[config.mk]
export PLATFORM = sky130hd
export DESIGN_NAME = packet_buffer_tail_drop_unit
export DESIGN_NICKNAME = d
export VERILOG_FILES = /design/src/rtl/core/pbtd_pkg.sv /design/src/rtl/core/pbtd_front.sv /design/src/rtl/core/pbtd_engine.sv /design/src/rtl/core/packet_buffer_tail_drop_unit.sv
export SDC_FILE = /design/constraint.sdc
export NUM_CORES = 2
export LEC_CHECK = 0
export BUFFER_PORTS_ARGS = -buffer_cell sky130_fd_sc_hd__buf_2
export CORE_MARGIN = 2
export CORE_UTILIZATION = 45
export CTS_CLUSTER_DIAMETER = 150
export DETAILED_ROUTE_END_ITERATION = 8
export SYNTH_ARGS = -nofsm -noshare
export SYNTH_HDL_FRONTEND = slang
export SYNTH_HIERARCHICAL = 1
export SYNTH_SLANG_ARGS = --single-unit
[constraint.sdc]
create_clock -name clk -period 8.65 [get_ports clk]
set_input_delay 0.4325 -clock clk [delete_from_list [all_inputs] [get_ports clk]]
set_output_delay 0.4325 -clock clk [all_outputs]
set_load 0.01 [all_outputs]
[src/rtl/core/pbtd_pkg.sv]
// Package: shared types and constants for the packet buffer tail drop unit.
`timescale 1ns / 1ps
`default_nettype none
package pbtd_pkg;

	localparam int DEPTH   = 64;
	localparam int ADDR_W  = (DEPTH > 1) ? $clog2(DEPTH) : 1;
	localparam int OCC_W   = $clog2(DEPTH + 1);
	localparam int BSIZE_W = 7;
	localparam int CMP_W   = (OCC_W > BSIZE_W) ? OCC_W : BSIZE_W;
	localparam int TIME_W  = 32;

	localparam int QUEUE_DEPTH = 2;
	localparam int QPTR_W      = $clog2(QUEUE_DEPTH);
	localparam int QCNT_W      = $clog2(QUEUE_DEPTH + 1);

	localparam logic [BSIZE_W-1:0] BSIZE_RESET = BSIZE_W'(64);
	localparam logic REG_BUFFER_SIZE = 1'b0;

	typedef struct packed {
		logic [TIME_W-1:0] arrival;
		logic [TIME_W-1:0] service;
	} pbtd_in_t;

	typedef struct packed {
		logic              dropped;
		logic [TIME_W-1:0] svc_start;
	} pbtd_out_t;

	typedef struct packed {
		logic     valid;
		pbtd_in_t item;
	} pbtd_q_t;

endpackage
`default_nettype wire

[src/rtl/core/pbtd_front.sv]
// Front end: accepts packet transactions into a short command queue.
`timescale 1ns / 1ps
`default_nettype none
module pbtd_front
	import pbtd_pkg::*;
(
	input  wire logic     clk,
	input  wire logic     arst_n,
	input  wire logic     start,
	input  wire pbtd_in_t item,
	output logic          busy,
	input  wire logic     pop,
	output pbtd_q_t       head
);

	pbtd_in_t          entry_q [QUEUE_DEPTH];
	logic [QPTR_W-1:0] wptr_q;
	logic [QPTR_W-1:0] rptr_q;
	logic [QCNT_W-1:0] cnt_q;
	logic              push;
	logic              do_pop;

	assign busy   = (cnt_q == QCNT_W'(QUEUE_DEPTH));
	assign push   = start && !busy;
	assign do_pop = pop && (cnt_q != '0);

	assign head.valid = (cnt_q != '0);
	assign head.item  = entry_q[rptr_q];

	always_ff @(posedge clk) begin
		if (push) begin
			entry_q[wptr_q] <= item;
		end
	end

	always_ff @(posedge clk or negedge arst_n) begin
		if (!arst_n) begin
			wptr_q <= '0;
			rptr_q <= '0;
			cnt_q  <= '0;
		end else begin
			if (push) begin
				wptr_q <= (wptr_q == QPTR_W'(QUEUE_DEPTH - 1)) ? '0 : wptr_q + 1'b1;
			end
			if (do_pop) begin
				rptr_q <= (rptr_q == QPTR_W'(QUEUE_DEPTH - 1)) ? '0 : rptr_q + 1'b1;
			end
			case ({push, do_pop})
				2'b10:   cnt_q <= cnt_q + 1'b1;
				2'b01:   cnt_q <= cnt_q - 1'b1;
				default: cnt_q <= cnt_q;
			endcase
		end
	end

endmodule
`default_nettype wire

[src/rtl/core/pbtd_engine.sv]
// Back end: retires expired finish times, decides drop, schedules packets.
`timescale 1ns / 1ps
`default_nettype none
module pbtd_engine
	import pbtd_pkg::*;
(
	input  wire logic               clk,
	input  wire logic               arst_n,
	input  wire logic [BSIZE_W-1:0] buffer_size,
	input  wire pbtd_q_t            head,
	output logic                    pop,
	output logic                    done,
	output pbtd_out_t               result
);

	typedef enum logic [1:0] {
		ST_IDLE = 2'b01,
		ST_EVAL = 2'b10
	} state_t;

	state_t            state_q;
	pbtd_in_t          job_q;
	logic [TIME_W-1:0] mem [DEPTH];
	logic [TIME_W-1:0] rd_q;
	logic [TIME_W-1:0] last_q;
	logic [ADDR_W-1:0] head_q;
	logic [ADDR_W-1:0] head_d;
	logic [ADDR_W-1:0] tail_q;
	logic [OCC_W-1:0]  occ_q;
	logic              done_q;
	pbtd_out_t         res_q;

	logic              eval;
	logic              retire;
	logic              full;
	logic              we;
	logic [CMP_W-1:0]  cap;
	logic [TIME_W-1:0] start_t;
	logic [TIME_W:0]   sum;
	logic [TIME_W-1:0] fin;

	assign eval   = (state_q == ST_EVAL);
	assign retire = eval && (occ_q != '0) && (rd_q <= job_q.arrival);
	assign cap    = (CMP_W'(buffer_size) > CMP_W'(DEPTH)) ? CMP_W'(DEPTH)
	                                                     : CMP_W'(buffer_size);
	assign full   = CMP_W'(occ_q) >= cap;
	assign we     = eval && !retire && !full;
	assign start_t = ((occ_q != '0) && (last_q > job_q.arrival)) ? last_q
	                                                              : job_q.arrival;
	assign sum    = {1'b0, start_t} + {1'b0, job_q.service};
	assign fin    = sum[TIME_W] ? '1 : sum[TIME_W-1:0];
	assign head_d = retire ? ((head_q == ADDR_W'(DEPTH - 1)) ? '0 : head_q + 1'b1) : head_q;
	assign pop    = (state_q == ST_IDLE) && head.valid;

	assign done   = done_q;
	assign result = res_q;

	always_ff @(posedge clk) begin
		if (we) begin
			mem[tail_q] <= fin;
		end
		rd_q <= (we && (tail_q == head_d)) ? fin : mem[head_d];
		if (pop) begin
			job_q <= head.item;
		end
		if (we) begin
			last_q <= fin;
		end
		if (eval && !retire) begin
			res_q.dropped   <= full;
			res_q.svc_start <= full ? '0 : start_t;
		end
	end

	always_ff @(posedge clk or negedge arst_n) begin
		if (!arst_n) begin
			state_q <= ST_IDLE;
			head_q  <= '0;
			tail_q  <= '0;
			occ_q   <= '0;
			done_q  <= 1'b0;
		end else begin
			head_q <= head_d;
			done_q <= eval && !retire;
			if (retire) begin
				occ_q <= occ_q - 1'b1;
			end else if (we) begin
				occ_q  <= occ_q + 1'b1;
				tail_q <= (tail_q == ADDR_W'(DEPTH - 1)) ? '0 : tail_q + 1'b1;
			end
			case (state_q)
				ST_IDLE: if (pop) state_q <= ST_EVAL;
				ST_EVAL: if (!retire) state_q <= ST_IDLE;
				default: state_q <= ST_IDLE;
			endcase
		end
	end

	a_occ_bound: assert property (@(posedge clk) disable iff (!arst_n)
		occ_q <= OCC_W'(DEPTH))
		else $error("occupancy above depth");

	a_no_write_full: assert property (@(posedge clk) disable iff (!arst_n)
		we |-> (occ_q < OCC_W'(DEPTH)))
		else $error("enqueue into full store");

	a_done_after_eval: assert property (@(posedge clk) disable iff (!arst_n)
		done_q |-> ($past(state_q) == ST_EVAL))
		else $error("result without evaluation");

	a_drop_zero: assert property (@(posedge clk) disable iff (!arst_n)
		(done_q && res_q.dropped) |-> (res_q.svc_start == '0))
		else $error("dropped packet with nonzero start");

endmodule
`default_nettype wire

[src/rtl/core/packet_buffer_tail_drop_unit.sv]
// Top level: packet buffer tail drop unit with APB configuration register.
//
// Usage: a packet transaction (arrival, service) is accepted on
// item at a rising edge where start is high and busy is low. The front end
// queues up to two transactions; busy is high only while that queue is full.
// Each packet yields one result (dropped, svc_start) on result, marked by
// done for exactly one cycle; the receiver cannot stall it.
// Accepted packets pass the front-end queue, the pop into the engine's job
// register, one evaluation step per retired finish time and a final step that
// registers the result. Throughput is limited by the single finish-time memory
// read port walked one head entry per cycle; the queue buffers packets meanwhile.
// buffer_size sits at APB address 0 (reset 64, capped at the store depth);
// write it only while the block is idle.
// Reset clears the queue, the head/tail pointers and occupancy; the
// finish-time store needs no clearing since only occupied entries are read.
`timescale 1ns / 1ps
`default_nettype none
module packet_buffer_tail_drop_unit
	import pbtd_pkg::*;
(
	input  wire logic        clk,
	input  wire logic        arst_n,
	input  wire logic        start,
	output logic             busy,
	input  wire pbtd_in_t    item,
	output logic             done,
	output pbtd_out_t        result,
	input  wire logic        psel,
	input  wire logic        penable,
	input  wire logic        pwrite,
	input  wire logic [2:0]  paddr,
	input  wire logic [31:0] pwdata,
	output logic [31:0]      prdata,
	output logic             pready
);

	logic [BSIZE_W-1:0] bsize_q;
	pbtd_q_t            qhead;
	logic               pop;

	assign pready = 1'b1;
	assign prdata = (paddr[2] == REG_BUFFER_SIZE) ? {{(32 - BSIZE_W){1'b0}}, bsize_q} : '0;

	always_ff @(posedge clk or negedge arst_n) begin
		if (!arst_n) begin
			bsize_q <= BSIZE_RESET;
		end else if (psel && penable && pwrite && (paddr[2] == REG_BUFFER_SIZE)) begin
			bsize_q <= pwdata[BSIZE_W-1:0];
		end
	end

	pbtd_front u_front (
		.clk    (clk),
		.arst_n (arst_n),
		.start  (start),
		.item   (item),
		.busy   (busy),
		.pop    (pop),
		.head   (qhead)
	);

	pbtd_engine u_engine (
		.clk         (clk),
		.arst_n      (arst_n),
		.buffer_size (bsize_q),
		.head        (qhead),
		.pop         (pop),
		.done        (done),
		.result      (result)
	);

endmodule
`default_nettype wire

==> results.sh <==
export IMPL_tightestPinTransition_ps=1230
export IMPL_firstDrtPassIters=7
export IMPL_cts_buffer_depth=3
export IMPL_drc=0
export IMPL_dp_slack_ps=1490
export IMPL_hpwlAfterDp_um=123000
export IMPL_initial_utilization_pct=45.2
export IMPL_synthCells=4055
export IMPL_endpoint_kind="register"
export IMPL_rrSetupSlack_ps=1470
export IMPL_vias_per_cell=5.90
export IMPL_cts_sinks=2344
export IMPL_relSlewSlack_pct=17.8
export IMPL_grtUsageTotal_pct=21.0
export IMPL_post_route_min_period_ps=7180
export IMPL_ff2ff_path_depth=15
export IMPL_ys_seq_area_share_pct=75.8
export IMPL_area_growth_pct=14.5
export IMPL_drive_gt1_share_pct=32.4
export IMPL_fp_coreArea_sq_um=205000
export IMPL_cts_root_buffer="clkbuf_16"
export IMPL_grt_pass1_wl_um=316000
export IMPL_cts_tree="built"
export IMPL_first_global_vias=43700
export IMPL_clock_skew_ps=33.8
export IMPL_fp_dieH_um=457
export IMPL_num_vias=43400
export IMPL_hold_class="in2async"
export IMPL_rows=166
export IMPL_synth_seq_cells=2344
export IMPL_start_kind="register"
export IMPL_ys_flop_type="edfxtp_1"
export IMPL_portBuffers=119
export IMPL_synth_top_area_share_pct=74.8
export IMPL_finalMaxSlewViolations=0
export IMPL_rsz0062_at_grt="no"
export IMPL_die_w_um=457
export IMPL_cap_violations=0
export IMPL_endpoint="u_engine/mem[55][25]$_DFFE_PP_"
export IMPL_die_area_sq_um=209000
export IMPL_ios=173
export IMPL_post_cts_buffers=0
export IMPL_cp_max_fo=75
export IMPL_holdWs_ps=268
export IMPL_setup_slack_ps=1470
export IMPL_insertion_delay_ps=880
export IMPL_path_clk_slew_ps=60
export IMPL_layout_nets=4678
export IMPL_hold_violations=0
export IMPL_synth_cell_type_count=73
export IMPL_cp_required_ps=9180
export IMPL_clock_fmax_mhz=139
export IMPL_grt_max_degree=76
export IMPL_rr_endpoint="u_engine/mem[55][25]$_DFFE_PP_"
export IMPL_cts_made_buffers=226
export IMPL_postRouteAntennaNets=0
export IMPL_synth_warnings=6
export IMPL_async_reset_ff_share_pct=1.41
export IMPL_totalWireLength_um=219000
export IMPL_status="completed"
export IMPL_wl_per_cell_um=29.9
export IMPL_grt_overflow=0
export IMPL_yosys_area_top_type="edfxtp_1"
export IMPL_drt_iter0_drc=4533
export IMPL_syn_area_per_cell_sq_um=22.8
export IMPL_crit_type="reg2reg"
export IMPL_setup_violations=0
export IMPL_gp_congestion=0.822
export IMPL_synthTopCellsByArea="edfxtp_1, mux4_2, ha_1"
export IMPL_h_tree_depth=4
export IMPL_antenna_found_initial=13
export IMPL_fin_tns_setup_ps=0
export IMPL_syn_area_sq_um=92500
export IMPL_worst_ep_arrival_time_ps=7710
export IMPL_min_period_over_period_pct=83.0
export IMPL_synth_edf_count=2305
## sequential cells by signal, indices dropped and copies added, names as in the netlist, 6 cells and up, named ones only
signal           flops
bsize_q              7
u_engine/head_q      6
u_engine/job_q      64
u_engine/last_q     32
u_engine/mem      2048
u_engine/occ_q       7
u_engine/result     33
u_engine/tail_q      6
u_front/entry_q    128
## per-layer routing
metal | vias to the layer above | GRT usage (%) | share of wire (%)
met4 | 0 | 5.33 | 2.2
met2 | 1497 | 33.8 | 49
met1 | 23600 | 30.4 | 43
met3 | 288 | 3.06 | 6.5
li1 | 17900 | - | -
met5 | - | 0 | 0
## kinds of logic after synthesis
family                     after synthesis  synth area share [%]
buffers and inverters                  259                  1.36
adders and majority gates              108                  1.47
other                                    2               0.00812
AOI/OAI and AO/OA                      181                  1.24
DFF                                   2344                  75.8
xor gates and xnor gates                39                 0.369
and+or+nand+nor                        334                  1.87
muxes                                  788                  17.9
## final cells by class
| type | instances | area, sq um |
|---|---|---|
| flip-flops and latches | 2344 | 70200 |
| multi-input cells | 1476 | 21900 |
| fillers | 15800 | 98600 |
| repair buffers | 370 | 3210 |
| clock inverters | 120 | 1230 |
| diodes | 6 | 15.0 |
| inverters | 47 | 176 |
| well taps | 2688 | 3360 |
| clock buffers | 293 | 5980 |
## worst min path at each step
stage	start	to	cells past startpoint
after detailed placement	u_front/cnt_q[1]$_DFFE_PN0P_	u_front/cnt_q[1]$_DFFE_PN0P_	1
after floorplan	arst_n	bsize_q[0]$_DFFE_PN0P_	0
after global routing	item[12]	u_front/entry_q[1][12]$_DFFE_PP_	2
after CTS	item[13]	u_front/entry_q[0][13]$_DFFE_PP_	2
final	arst_n	u_engine/done$_DFF_PN0_	2
after global placement	u_front/cnt_q[1]$_DFFE_PN0P_	u_front/cnt_q[1]$_DFFE_PN0P_	1
## layout by cell type (no fill, tap or decap), types with 25 or more instances in the layout
cell type | synthesis | final
edfxtp_1 | 2305 | 2305
buf_4 | 31 | 129
o21ai_0 | 47 | 46
a21oi_1 | 44 | 44
mux4_2 | 664 | 664
nand2_1 | 73 | 51
buf_12 | 0 | 42
clkbuf_16 | 0 | 227
buf_2 | 55 | 119
mux2_4 | 50 | 50
ha_1 | 107 | 107
dlygate4sd3_1 | 0 | 80
and2_1 | 33 | 33
mux2_2 | 61 | 61
nor2_1 | 100 | 34
inv_1 | 47 | 47
nor2_4 | 0 | 65
clkbuf_1 | 98 | 61
clkinv_1 | 0 | 42
dfrtp_1 | 31 | 30
conb_1 | 2 | 26
a21o_1 | 25 | 25
clkinv_2 | 0 | 38
## through the flow
stage	area, sq um	cells	utilization (%)
6_report	106000	7344	51.8
5_1_grt	106000	7339	51.8
4_1_cts	106000	7338	51.8
3_5_place_dp	98000	6845	47.9
3_3_place_gp	98000	6845	47.9
2_1_floorplan	92600	4079	-
## cells in the mapped netlist, types with 4 or more instances
library cell / n
a211oi_1: 8
edfxtp_1: 2305
nor2b_1: 15
o21ai_0: 47
mux4_2: 664
nand2b_1: 17
buf_2: 55
mux2_4: 50
and2_1: 33
ha_1: 107
nor3_1: 10
and3_1: 9
o21ai_1: 6
nor2_1: 100
xor2_1: 17
nor4_1: 5
mux2_2: 61
buf_6: 14
dfrtp_1: 31
o41ai_1: 4
inv_1: 47
a31oi_1: 9
nand3_1: 22
a21o_1: 25
nand2_1: 73
o31ai_1: 4
and2b_2: 7
mux2i_1: 12
dfxtp_1: 6
nand4_1: 20
clkbuf_1: 98
xnor2_1: 22
buf_4: 31
o21a_1: 7
a21oi_1: 44
buf_1: 14
## critical path, stage by stage, from the launching register on
cell and delay, ps:
dfxtp_4 710, buf_12 570, mux4_2 580, mux4_2 470
mux2_2 370, nand2_1 90, o21ai_0 260, ha_1 440
nand4_1 190, a2111oi_0 430, o41ai_1 140, a21oi_2 170
and3b_2 450, nand4_2 660, nor2_4 760, buf_4 410
## timing repair
item                                    in CTS  in global routing
endpoints found under the setup margin       0                  0
hold buffers                                80                  0
gates resized for setup                      0                  0
endpoints found under the hold margin      167                  0
Power is not shown: default switching activity piles up to over one toggle a cycle in this logic, so the estimate is an artifact.
